File: src/sfr_pkg.sv
// sfr_pkg: shared constants and types for the streaming find/replace core.
// Used by every module under src; has no dependencies of its own.
package sfr_pkg;

	localparam int MAX_PATTERN = 8;
	localparam int BYTE_W      = 8;
	localparam int WIN_W       = MAX_PATTERN * BYTE_W;
	localparam int LEN_W       = 4;
	localparam int IDX_W       = 3;
	localparam int Q_DEPTH     = 4;
	localparam int Q_PTR_W     = 2;
	localparam int Q_FILL_W    = 3;

	// configuration register indexes
	typedef enum logic [1:0] {
		REG_PATTERN_BYTES      = 2'd0,
		REG_PATTERN_LENGTH     = 2'd1,
		REG_REPLACEMENT_BYTES  = 2'd2,
		REG_REPLACEMENT_LENGTH = 2'd3
	} cfg_reg_t;

	// one emit job: cnt bytes of data, byte 0 first; cnt zero only as an end marker
	typedef struct packed {
		logic [WIN_W-1:0] data;
		logic [LEN_W-1:0] cnt;
		logic             last;
	} sfr_job_t;

endpackage

File: src/sfr_front.sv
// sfr_front: configuration registers, pending window and match decision.
// Turns each accepted text word into at most one emit job. Depends on sfr_pkg.
module sfr_front (
	input  logic                         clk,
	input  logic                         arst_n,
	input  logic                         cfg_wr_en,
	input  logic [1:0]                   cfg_index,
	input  logic [sfr_pkg::WIN_W-1:0]    cfg_wr_data,
	input  logic                         text_valid,
	input  logic [sfr_pkg::BYTE_W-1:0]   text_byte,
	input  logic                         text_last,
	input  logic                         q_full,
	output logic                         text_stall,
	output logic                         push,
	output sfr_pkg::sfr_job_t            push_job
);

	logic [sfr_pkg::WIN_W-1:0]       pat_bytes_q;
	logic [sfr_pkg::LEN_W-1:0]       pat_len_q;
	logic [sfr_pkg::WIN_W-1:0]       rep_bytes_q;
	logic [sfr_pkg::LEN_W-1:0]       rep_len_q;
	logic [sfr_pkg::WIN_W-1:0]       win_q;
	logic [sfr_pkg::LEN_W-1:0]       cnt_q;

	logic [sfr_pkg::LEN_W-1:0]       plen;
	logic [sfr_pkg::LEN_W-1:0]       rlen;
	logic [sfr_pkg::LEN_W-1:0]       cnt_new;
	logic [sfr_pkg::LEN_W-1:0]       drop_n;
	logic [sfr_pkg::WIN_W-1:0]       win_new;
	logic [sfr_pkg::WIN_W-1:0]       win_shift;
	logic [sfr_pkg::MAX_PATTERN-1:0] byte_ok;
	logic                            hit;
	logic                            accept;
	logic [sfr_pkg::WIN_W-1:0]       win_nxt;
	logic [sfr_pkg::LEN_W-1:0]       cnt_nxt;
	sfr_pkg::sfr_job_t               job;

	// configuration writes
	always_ff @(posedge clk or negedge arst_n) begin
		if (!arst_n) begin
			pat_bytes_q <= '0;
			pat_len_q   <= sfr_pkg::LEN_W'(1);
			rep_bytes_q <= '0;
			rep_len_q   <= '0;
		end else if (cfg_wr_en) begin
			unique case (sfr_pkg::cfg_reg_t'(cfg_index))
				sfr_pkg::REG_PATTERN_BYTES:      pat_bytes_q <= cfg_wr_data;
				sfr_pkg::REG_PATTERN_LENGTH:     pat_len_q   <= cfg_wr_data[sfr_pkg::LEN_W-1:0];
				sfr_pkg::REG_REPLACEMENT_BYTES:  rep_bytes_q <= cfg_wr_data;
				sfr_pkg::REG_REPLACEMENT_LENGTH: rep_len_q   <= cfg_wr_data[sfr_pkg::LEN_W-1:0];
				default:                         pat_len_q   <= pat_len_q;
			endcase
		end
	end

	// effective lengths: pattern at least one, both capped at the window size
	always_comb begin
		if (pat_len_q == '0)
			plen = sfr_pkg::LEN_W'(1);
		else if (pat_len_q > sfr_pkg::LEN_W'(sfr_pkg::MAX_PATTERN))
			plen = sfr_pkg::LEN_W'(sfr_pkg::MAX_PATTERN);
		else
			plen = pat_len_q;
		if (rep_len_q > sfr_pkg::LEN_W'(sfr_pkg::MAX_PATTERN))
			rlen = sfr_pkg::LEN_W'(sfr_pkg::MAX_PATTERN);
		else
			rlen = rep_len_q;
	end

	// window with the new word appended, and per-byte pattern compare
	always_comb begin
		for (int i = 0; i < sfr_pkg::MAX_PATTERN; i++) begin
			if (sfr_pkg::LEN_W'(i) < cnt_q)
				win_new[i*sfr_pkg::BYTE_W +: sfr_pkg::BYTE_W] =
					win_q[i*sfr_pkg::BYTE_W +: sfr_pkg::BYTE_W];
			else
				win_new[i*sfr_pkg::BYTE_W +: sfr_pkg::BYTE_W] = text_byte;
			byte_ok[i] = (sfr_pkg::LEN_W'(i) >= plen) ||
				(win_new[i*sfr_pkg::BYTE_W +: sfr_pkg::BYTE_W] ==
				 pat_bytes_q[i*sfr_pkg::BYTE_W +: sfr_pkg::BYTE_W]);
		end
	end

	assign cnt_new   = cnt_q + sfr_pkg::LEN_W'(1);
	assign hit       = (cnt_new == plen) && (&byte_ok);
	assign drop_n    = cnt_new - plen + sfr_pkg::LEN_W'(1);
	assign win_shift = win_new >> {drop_n, 3'b000};

	// decision: replace, send oldest bytes, flush on last, or just hold
	always_comb begin
		job.last = text_last;
		job.data = win_new;
		job.cnt  = '0;
		win_nxt  = win_new;
		cnt_nxt  = cnt_new;
		if (hit) begin
			job.data = rep_bytes_q;
			job.cnt  = rlen;
			cnt_nxt  = '0;
		end else if (text_last) begin
			job.cnt = cnt_new;
			cnt_nxt = '0;
		end else if (cnt_new >= plen) begin
			job.cnt = drop_n;
			win_nxt = win_shift;
			cnt_nxt = plen - sfr_pkg::LEN_W'(1);
		end
	end

	assign text_stall = q_full;
	assign accept     = text_valid && !q_full;
	assign push       = accept && ((job.cnt != '0) || text_last);
	assign push_job   = job;

	// pending window
	always_ff @(posedge clk) begin
		if (accept)
			win_q <= win_nxt;
	end

	always_ff @(posedge clk or negedge arst_n) begin
		if (!arst_n)
			cnt_q <= '0;
		else if (accept)
			cnt_q <= cnt_nxt;
	end

endmodule

File: src/sfr_queue.sv
// sfr_queue: small job queue between the decision front and the output back.
// Depends on sfr_pkg for the job type and depth.
module sfr_queue (
	input  logic              clk,
	input  logic              arst_n,
	input  logic              push,
	input  sfr_pkg::sfr_job_t push_job,
	input  logic              pop,
	output logic              full,
	output logic              empty,
	output sfr_pkg::sfr_job_t head
);

	sfr_pkg::sfr_job_t                 mem_q [sfr_pkg::Q_DEPTH];
	logic [sfr_pkg::Q_PTR_W-1:0]       wr_ptr_q;
	logic [sfr_pkg::Q_PTR_W-1:0]       rd_ptr_q;
	logic [sfr_pkg::Q_FILL_W-1:0]      fill_q;

	assign full  = (fill_q == sfr_pkg::Q_FILL_W'(sfr_pkg::Q_DEPTH));
	assign empty = (fill_q == '0);
	assign head  = mem_q[rd_ptr_q];

	// storage
	always_ff @(posedge clk) begin
		if (push)
			mem_q[wr_ptr_q] <= push_job;
	end

	// pointers and fill level
	always_ff @(posedge clk or negedge arst_n) begin
		if (!arst_n) begin
			wr_ptr_q <= '0;
			rd_ptr_q <= '0;
			fill_q   <= '0;
		end else begin
			if (push)
				wr_ptr_q <= wr_ptr_q + sfr_pkg::Q_PTR_W'(1);
			if (pop)
				rd_ptr_q <= rd_ptr_q + sfr_pkg::Q_PTR_W'(1);
			if (push && !pop)
				fill_q <= fill_q + sfr_pkg::Q_FILL_W'(1);
			else if (pop && !push)
				fill_q <= fill_q - sfr_pkg::Q_FILL_W'(1);
		end
	end

endmodule

File: src/sfr_back.sv
// sfr_back: walks the head job one byte per cycle into the output register,
// unless result_stall holds it. Depends on sfr_pkg for the job type.
module sfr_back (
	input  logic                         clk,
	input  logic                         arst_n,
	input  logic                         empty,
	input  sfr_pkg::sfr_job_t            head,
	output logic                         pop,
	input  logic                         result_stall,
	output logic                         result_valid,
	output logic [sfr_pkg::BYTE_W-1:0]   out_byte,
	output logic                         out_valid,
	output logic                         out_last
);

	logic [sfr_pkg::IDX_W-1:0]  idx_q;
	logic                       rv_q;
	logic [sfr_pkg::BYTE_W-1:0] byte_q;
	logic                       ov_q;
	logic                       ol_q;

	logic                       load;
	logic                       take;
	logic                       marker;
	logic                       at_end;
	logic [sfr_pkg::WIN_W-1:0]  sel;

	assign load   = !rv_q || !result_stall;
	assign take   = load && !empty;
	assign marker = (head.cnt == '0);
	assign at_end = marker || (({1'b0, idx_q} + sfr_pkg::LEN_W'(1)) == head.cnt);
	assign sel    = head.data >> {idx_q, 3'b000};
	assign pop    = take && at_end;

	// byte index inside the head job
	always_ff @(posedge clk or negedge arst_n) begin
		if (!arst_n)
			idx_q <= '0;
		else if (take)
			idx_q <= at_end ? '0 : idx_q + sfr_pkg::IDX_W'(1);
	end

	// output register
	always_ff @(posedge clk or negedge arst_n) begin
		if (!arst_n)
			rv_q <= 1'b0;
		else if (load)
			rv_q <= !empty;
	end

	always_ff @(posedge clk) begin
		if (take) begin
			byte_q <= marker ? '0 : sel[sfr_pkg::BYTE_W-1:0];
			ov_q   <= !marker;
			ol_q   <= head.last && at_end;
		end
	end

	assign result_valid = rv_q;
	assign out_byte     = byte_q;
	assign out_valid    = ov_q;
	assign out_last     = ol_q;

endmodule

File: src/streaming_find_replace_core.sv
// streaming_find_replace_core: top level of the byte stream find/replace block.
// Instantiates sfr_front, sfr_queue and sfr_back; uses sfr_pkg.
//
//  channel  | handshake                 | payload
//  ---------+---------------------------+------------------------------------
//  text     | text_valid / text_stall   | text_byte[7:0], text_last
//  result   | result_valid/result_stall | out_byte[7:0], out_valid, out_last
//  config   | cfg_wr_en                 | cfg_index[1:0], cfg_wr_data[63:0]
//
// A text word is taken every cycle while the 4-entry job queue has room.
// Each word makes at most one job of 0 to 8 bytes; the output stage sends one
// result word per cycle unless result_stall holds it. A word's results pass
// through the job queue and then the output register. Reset empties the
// window and queue and loads register defaults. result_stall freezes the
// output register while it holds a result; text_stall rises only on a full queue.
module streaming_find_replace_core (
	input  logic                         clk,
	input  logic                         arst_n,
	input  logic                         cfg_wr_en,
	input  logic [1:0]                   cfg_index,
	input  logic [sfr_pkg::WIN_W-1:0]    cfg_wr_data,
	input  logic                         text_valid,
	output logic                         text_stall,
	input  logic [sfr_pkg::BYTE_W-1:0]   text_byte,
	input  logic                         text_last,
	output logic                         result_valid,
	input  logic                         result_stall,
	output logic [sfr_pkg::BYTE_W-1:0]   out_byte,
	output logic                         out_valid,
	output logic                         out_last
);

	logic              push;
	logic              pop;
	logic              q_full;
	logic              q_empty;
	sfr_pkg::sfr_job_t push_job;
	sfr_pkg::sfr_job_t head;

	sfr_front u_front (
		.clk         (clk),
		.arst_n      (arst_n),
		.cfg_wr_en   (cfg_wr_en),
		.cfg_index   (cfg_index),
		.cfg_wr_data (cfg_wr_data),
		.text_valid  (text_valid),
		.text_byte   (text_byte),
		.text_last   (text_last),
		.q_full      (q_full),
		.text_stall  (text_stall),
		.push        (push),
		.push_job    (push_job)
	);

	sfr_queue u_queue (
		.clk      (clk),
		.arst_n   (arst_n),
		.push     (push),
		.push_job (push_job),
		.pop      (pop),
		.full     (q_full),
		.empty    (q_empty),
		.head     (head)
	);

	sfr_back u_back (
		.clk          (clk),
		.arst_n       (arst_n),
		.empty        (q_empty),
		.head         (head),
		.pop          (pop),
		.result_stall (result_stall),
		.result_valid (result_valid),
		.out_byte     (out_byte),
		.out_valid    (out_valid),
		.out_last     (out_last)
	);

endmodule

File: config.mk
export PLATFORM = sky130hd
export DESIGN_NAME = streaming_find_replace_core
export DESIGN_NICKNAME = d
export VERILOG_FILES = /design/src/sfr_pkg.sv /design/src/sfr_front.sv /design/src/sfr_queue.sv /design/src/sfr_back.sv /design/src/streaming_find_replace_core.sv
export SDC_FILE = /design/constraint.sdc
export NUM_CORES = 1
export LEC_CHECK = 0
export ABC_AREA = 1
export BUFFER_PORTS_ARGS = -buffer_cell sky130_fd_sc_hd__buf_4
export CORE_UTILIZATION = 45
export CTS_CLUSTER_DIAMETER = 120
export DETAILED_ROUTE_END_ITERATION = 12
export GPL_TIMING_DRIVEN = 0
export PLACE_DENSITY_LB_ADDON = 0.12
export SETUP_SLACK_MARGIN = 0.4
export SYNTH_ARGS = -nofsm -noshare
export SYNTH_HDL_FRONTEND = slang
export SYNTH_HIERARCHICAL = 1
export SYNTH_SLANG_ARGS = --single-unit
File: constraint.sdc
create_clock -name clk -period 7.3 [get_ports clk]
set_input_delay 1.46 -clock clk [delete_from_list [all_inputs] [get_ports clk]]
set_output_delay 1.46 -clock clk [all_outputs]
set_load 0.01 [all_outputs]
**After elaboration in Yosys (flattened, before gate mapping)**

Memory sizes are Yosys's and may differ from the RTL's.
Cells that the tools add are included.

- Output and inout port bits: 12
- Logic and storage cells: 123
- Memories kept: 1
- Register bits: 225
- Memory bits (writable): 276
- Bits of input ports: 80

Memory list:

| name | depth | bits a word | rd ports | clocked after memory_dff | wr ports | RTL line | source |
|---|---|---|---|---|---|---|---|
| u_queue.mem_q | 4 | 69 | 1 | 0 | 1 | sfr_queue.sv:14 | `sfr_pkg::sfr_job_t mem_q [sfr_pkg::Q_DEPTH];` |

- Add/sub/neg operators: 10
- Shift-type cells: 2
- Muxes and demuxes: 26
- Magnitude comparators: 19
- Reduce and logical (&&, ||, !) cells: 37
- Equality and inequality tests: 14

Operators by type and width:

| operator | count |
|---|---|
| 2-to-1 mux 64 bit | 4 |
| == test 8 bit | 8 |
| 2-to-1 mux 8 bit | 8 |
| >> shifter 64 x 6 -> 8 bit | 1 |
| >> shifter 64 x 7 -> 64 bit | 1 |
| 2-to-1 mux 4 bit | 9 |
| greater-or-equal comparator 3 x 4 -> 1 bit (first input constant) | 4 |
| < comparator 3 x 4 -> 1 bit (first input constant) | 4 |
| logical OR 1 bit | 11 |
| 2-to-1 mux 3 bit | 3 |
| adder 4 x 1 -> 4 bit (second input constant) | 2 |
| == test 4 bit | 2 |
| greater-or-equal comparator 1 x 4 -> 1 bit (first input constant) | 2 |
| greater-or-equal comparator 2 x 4 -> 1 bit (first input constant) | 2 |
| > comparator 4 bit (second input constant) | 2 |
| logical AND 1 bit | 8 |
| zero test 4 bit | 2 |
| < comparator 1 x 4 -> 1 bit (first input constant) | 2 |
| < comparator 2 x 4 -> 1 bit (first input constant) | 2 |
| AND reduction 2 bit | 4 |
| AND reduction 8 bit | 1 |
| zero test 1 bit | 7 |
| adder 3 x 1 -> 3 bit (second input constant) | 2 |
| adder 2 x 1 -> 2 bit (second input constant) | 2 |
| other kinds (13) | 15 |

**Logic depth before layout (Yosys ltp)**

- Depth in word-level cells: 15
- Depth in mapped cells: 32
- Depth with buffers taken out: 29

**Modules after synthesis**

The synthesis kept the hierarchy.

Modules (own cells, without submodules):

| module | cells an instance | area each (sq um) | times used | sequential area each (sq um) |
|---|---|---|---|---|
| sfr_front | 1940 | 13235.2 | 1 | 5426.5 |
| sfr_queue | 853 | 11855.1 | 1 | 8463.1 |
| sfr_back | 186 | 1243.7 | 1 | 400.4 |

**Worst setup path before layout**

Ideal clock, no wire load.

- Path type: input port to flip-flop
- Start point: input port text_valid
- End point: memory u_queue/mem_q[0][0] (netlist bit) (enable)
- Stages: 7
- Required time: 6877 ps
- Setup slack: 470 ps
- Path buffers: 1
- Data arrival time: 6407 ps
- Setup time: 423 ps
- Cell sequence: inv_1 nor2_1 inv_1 a21oi_1 clkbuf_1 nand2_1 inv_1

- Cells in the longest elaborated chain, start to end: 4

Ends and longest elaborated chain:

| element | RTL line | source |
|---|---|---|
| from (decl) | streaming_find_replace_core.sv:22 | `input logic text_valid,` |
| logical AND 1 bit | sfr_front.sv:111 | `assign accept = text_valid && !q_full;` |
| named net u_front.accept | sfr_front.sv:33 | `logic accept;` |
| logical AND 1 bit | sfr_front.sv:112 | `assign push = accept && ((job.cnt != '0) \|\| text_last);` |
| named net push | streaming_find_replace_core.sv:33 | `logic push;` |
| 2-to-1 mux 1 bit | sfr_queue.sv:25 | `if (push)` |
| 2-to-1 mux 1 bit (not written as such) | sfr_queue.sv:26 | `mem_q[wr_ptr_q] <= push_job;` |
| to (decl) | sfr_queue.sv:14 |  |

The timed path passes the listed nets, and every way through them passes these cells.

**Final worst setup path**

- Start point: register u_front/cnt_q[1] (netlist bit)
- End point: memory u_queue/mem_q[1][57] (netlist bit) (enable)

- Cells in the longest elaborated chain, start to end: 12
- Elaborated cells between the ends (all ways): 47
- Those cells by class: add/sub (3); order compare (9); eq/ne (9); mux (13); reduce/logical (13)

Ends and longest elaborated chain:

| element | RTL line | source |
|---|---|---|
| from (decl) | sfr_front.sv:23 | `logic [sfr_pkg::LEN_W-1:0] cnt_q;` |
| from (signal assigned) | sfr_front.sv:125 | `cnt_q <= cnt_nxt;` |
| parallel branches: the longest is 6 deep, another holds adder 4 x 1 -> 4 bit | - |  |
| 2-to-1 mux 4 bit (*) | sfr_front.sv:96 | `if (hit) begin` |
| nonzero test 4 bit (*) | sfr_front.sv:112 |  |
| logical OR 1 bit (*) | sfr_front.sv:112 |  |
| logical AND 1 bit (*) | sfr_front.sv:112 |  |
| named net push | streaming_find_replace_core.sv:33 |  |
| 2-to-1 mux 1 bit (*) | sfr_queue.sv:25 |  |
| 2-to-1 mux 1 bit (not written as such) (*) | sfr_queue.sv:26 |  |

Mark *: on every way through the listed nets, which the timed path passes.

==> results.sh <==
export IMPL_drive_gt1_share_pct=12.5
export IMPL_gp_congestion=0.978
export IMPL_row_count=88
export IMPL_fin_nets=3236
export IMPL_vias_per_cell=5.54
export IMPL_vias=21850
export IMPL_hold_viol=0
export IMPL_clock_skew_ns=0.0174
export IMPL_avgSynthCellArea_um2=8.84
export IMPL_synth_distinct_cells=48
export IMPL_io_buffers=91
export IMPL_finalSetupViolations=0
export IMPL_hold_depth=2
export IMPL_fmax_ghz=0.153
export IMPL_cts_setup_buffers=0
export IMPL_die_h_um=244
export IMPL_slew_viol_final=0
export IMPL_synth_area_um2=26300
export IMPL_crit_buf_inv=9
export IMPL_crit_path_frequent_cell="nand2_1"
export IMPL_design_area_um2=30100
export IMPL_core_um2=57800
export IMPL_rsz0062_at_grt="no"
export IMPL_tightestPinTransition_ns=1.40
export IMPL_p_leak_nw=13.7
export IMPL_synth_cells=2979
export IMPL_crit_path_end_kind="flip-flop"
export IMPL_drt_wl_total_mm=95.8
export IMPL_critPathTopFamily="buffers and inverters"
export IMPL_period_minus_slack_ns=6.53
export IMPL_htreeDepth=2
export IMPL_ir_drop_uv=461
export IMPL_max_cap_violations=0
export IMPL_yosysSeqAreaShare_pct=54.3
export IMPL_synth_edf_count=350
export IMPL_worstPathMaxFanout=43
export IMPL_yosys_area_top_type="edfxtp_1"
export IMPL_placed_cell_area_um2=28200
export IMPL_hpwl_mm=72.7
export IMPL_holdBufCountCts=0
export IMPL_post_cts_resized=0
export IMPL_die_w_um=244
export IMPL_reg2reg_to="u_queue/mem_q[1][57]$_DFFE_PP_"
export IMPL_dieArea_um2=59500
export IMPL_ant_nets=0
export IMPL_synth_area_leaders="edfxtp_1 40%, dfrtp_1 14%, nand2_1 12%, inv_1 5.7%, o21ai_0 4.8%"
export IMPL_synth_nets=3081
export IMPL_yosys_warnings=6
export IMPL_start_kind="flip-flop"
export IMPL_root_buffer="clkbuf_16"
export IMPL_timing_slew_headroom_pct=6.83
export IMPL_crit_arrival_ns=6.82
export IMPL_synth_flop_cell="edfxtp_1"
export IMPL_reg2regPathDepth=26
export IMPL_cts_made_buffers=55
export IMPL_cp_required_ns=7.59
export IMPL_cpPeakStageDelay_ns=0.70
export IMPL_cp_slowest_cell="a21oi_1"
export IMPL_hold_start="u_front/rep_bytes_q[29]$_DFFE_PN0P_"
export IMPL_drt_iter0_drc=2088
export IMPL_r2r_start="u_front/cnt_q[1]$_DFFE_PN0P_"
export IMPL_antenna_found_initial=1
export IMPL_power_density_nw_per_um2=491
export IMPL_grt_remaining_overflow=0
export IMPL_crit_type="flip-flop to flip-flop"
export IMPL_hp_class="flip-flop to flip-flop"
export IMPL_start_util_pct=45.6
export IMPL_clkSinkCount=501
export IMPL_grt_max_degree=81
export IMPL_grt_pass1_vias=21309
export IMPL_avgRoutedWirePerCell_um=24.3
export IMPL_cts_tree="built"
export IMPL_first_pass_iters=6
export IMPL_r2r_slack_ns=0.77
export IMPL_clock_latency_ns=0.62
export IMPL_finalCritPeriodShare_pct=89.4
export IMPL_io_pins=92
export IMPL_drc_errors=0
export IMPL_grt_pass1_wl_mm=140
export IMPL_ys_ff_latch=501
export IMPL_final_core_util_pct=52.1
export IMPL_outcome="completed"
export IMPL_clkSlewWorstSetupHoldPaths_ns=0.06
export IMPL_worst_hold_path_endpoint="u_front/rep_bytes_q[29]$_DFFE_PN0P_"
export IMPL_async_reset_ff_share_pct=30.1
export IMPL_clockBufferDepth=3
export IMPL_grtUsageTotal_pct=32.3
export IMPL_syn_to_final_growth_pct=14.4
export IMPL_synth_top_area_share_pct=39.9
[final cells by class]
| class | count | area [um2] |
|---|---|---|
| tap | 765 | 957 |
| inverter | 410 | 1560 |
| buffer | 163 | 1040 |
| sequential | 501 | 14300 |
| fill | 5453 | 27700 |
| clock buffer | 75 | 1670 |
| multi-input combinational | 1905 | 9460 |
| timing repair buffer | 98 | 868 |
| antenna | 2 | 5.00 |
| clock inverter | 28 | 278 |
[registers in the layout, indices dropped and copies added, names as in the netlist]
| name | flops |
|---|---|
| u_queue/mem_q | 276 |
| u_queue/fill_q | 3 |
| u_front/cnt_q | 4 |
| u_back/result_valid | 1 |
| u_front/pat_len_q | 4 |
| u_queue/rd_ptr_q | 2 |
| u_back/idx_q | 3 |
| u_back/out_last | 1 |
| u_back/out_valid | 1 |
| u_back/out_byte | 8 |
| u_queue/wr_ptr_q | 2 |
| u_front/win_q | 64 |
| u_front/rep_bytes_q | 64 |
| u_front/pat_bytes_q | 64 |
| u_front/rep_len_q | 4 |
[placed cells by master, fill, tap and decap left out, types with 6 or more instances in the layout]
master,n
clkbuf_16,62
a211oi_1,14
o21ai_1,22
o22ai_1,32
ha_1,19
clkbuf_8,7
clkbuf_1,67
o31ai_1,17
edfxtp_1,350
o211ai_2,81
nand3b_1,14
inv_1,399
xor2_1,6
a31oi_1,17
nand3_1,129
buf_4,111
buf_2,37
nor2_1,217
o211ai_1,78
o21ai_0,253
nand2_1,876
dfrtp_1,150
clkinv_2,15
buf_6,38
a21oi_1,93
[cells in the mapped netlist (5+ instances only)]
master    number
a31oi_1       17
clkbuf_1      61
edfxtp_1     350
a21oi_1       93
nor2_1       218
o21ai_0      253
buf_4         21
nor3_1         5
inv_2          5
o211ai_2      81
ha_1          19
a211oi_1      14
nand3_1      129
buf_2         37
buf_6         38
o211ai_1      78
o21ai_1       22
nand3b_1      14
xor2_1         6
inv_1        402
nand2_1      876
o22ai_1       32
dfrtp_1      150
o31ai_1       17
[through the flow]
| step | worst slack (ns) | TNS (ns) | instances | hold slack (ns) | power [mW] |
|---|---|---|---|---|---|
| after CTS | 0.852 | 0 | 3945 | 0.490 | 14.7 |
| after global routing | 0.480 | 0 | 3945 | 0.509 | 15.5 |
| after detailed placement | 0.745 | 0 | 3842 | 0.476 | 11.8 |
| after global placement | -3.68 | -930.20 | 3835 | 0.467 | 11.7 |
| final | 0.774 | 0 | 3947 | 0.492 | 14.8 |
| after floorplan | 0.470 | 0 | 2979 | 0.453 | 8.87 |
[worst max path at each step]
| stage | cells past startpoint | slack [ns] | endpoint | startpoint |
|---|---|---|---|---|
| after floorplan | 7 | 0.47 | u_queue/mem_q[0][0]$_DFFE_PP_ | text_valid |
| after global placement | 8 | -3.68 | u_queue/mem_q[3][53]$_DFFE_PP_ | text_valid |
| after detailed placement | 21 | 0.75 | u_queue/mem_q[1][52]$_DFFE_PP_ | text_byte[5] |
| after CTS | 26 | 0.85 | u_queue/mem_q[1][52]$_DFFE_PP_ | u_front/cnt_q[1]$_DFFE_PN0P_ |
| after global routing | 26 | 0.48 | u_queue/mem_q[1][57]$_DFFE_PP_ | u_front/cnt_q[1]$_DFFE_PN0P_ |
| final | 26 | 0.77 | u_queue/mem_q[1][57]$_DFFE_PP_ | u_front/cnt_q[1]$_DFFE_PN0P_ |
[metal layers]
metal  up-vias  global-route usage (%)  share of wire [%]
li1      10196                       -                  -
met1     10603                    43.3                 42
met2       862                    52.7                 47
met3       189                    4.82                6.8
met4         0                    12.8                4.3
met5         -                       0                  0
[worst register-to-register path, delay by kind of cell (launching register included)]
| kind | cells | cell delay, ns |
|---|---|---|
| compound gates | 3 | 1.02 |
| fa+ha+maj | 1 | 0.26 |
| buf+inv | 9 | 2.35 |
| flops | 1 | 0.46 |
| simple gates | 13 | 2.03 |
[logic make-up after synthesis]
kind of cell	Yosys count	share of synthesized area, %
adder cells (fa/ha/maj)	22	1.13
AND/OR/NAND/NOR	1255	19.0
XOR/XNOR	7	0.233
multiplexers	2	0.0760
AO/OA/AOI/OAI	619	15.5
flip-flops	501	54.3
buffers and inverters	573	9.84
[where the power goes]
group / switching [mW] / total, mW / internal [mW]
clock network: 1.20 / 2.92 / 1.72
registers: 0.284 / 4.42 / 4.13
logic: 5.42 / 7.47 / 2.05
No activity file was read; power rests on OpenSTA's default activity.
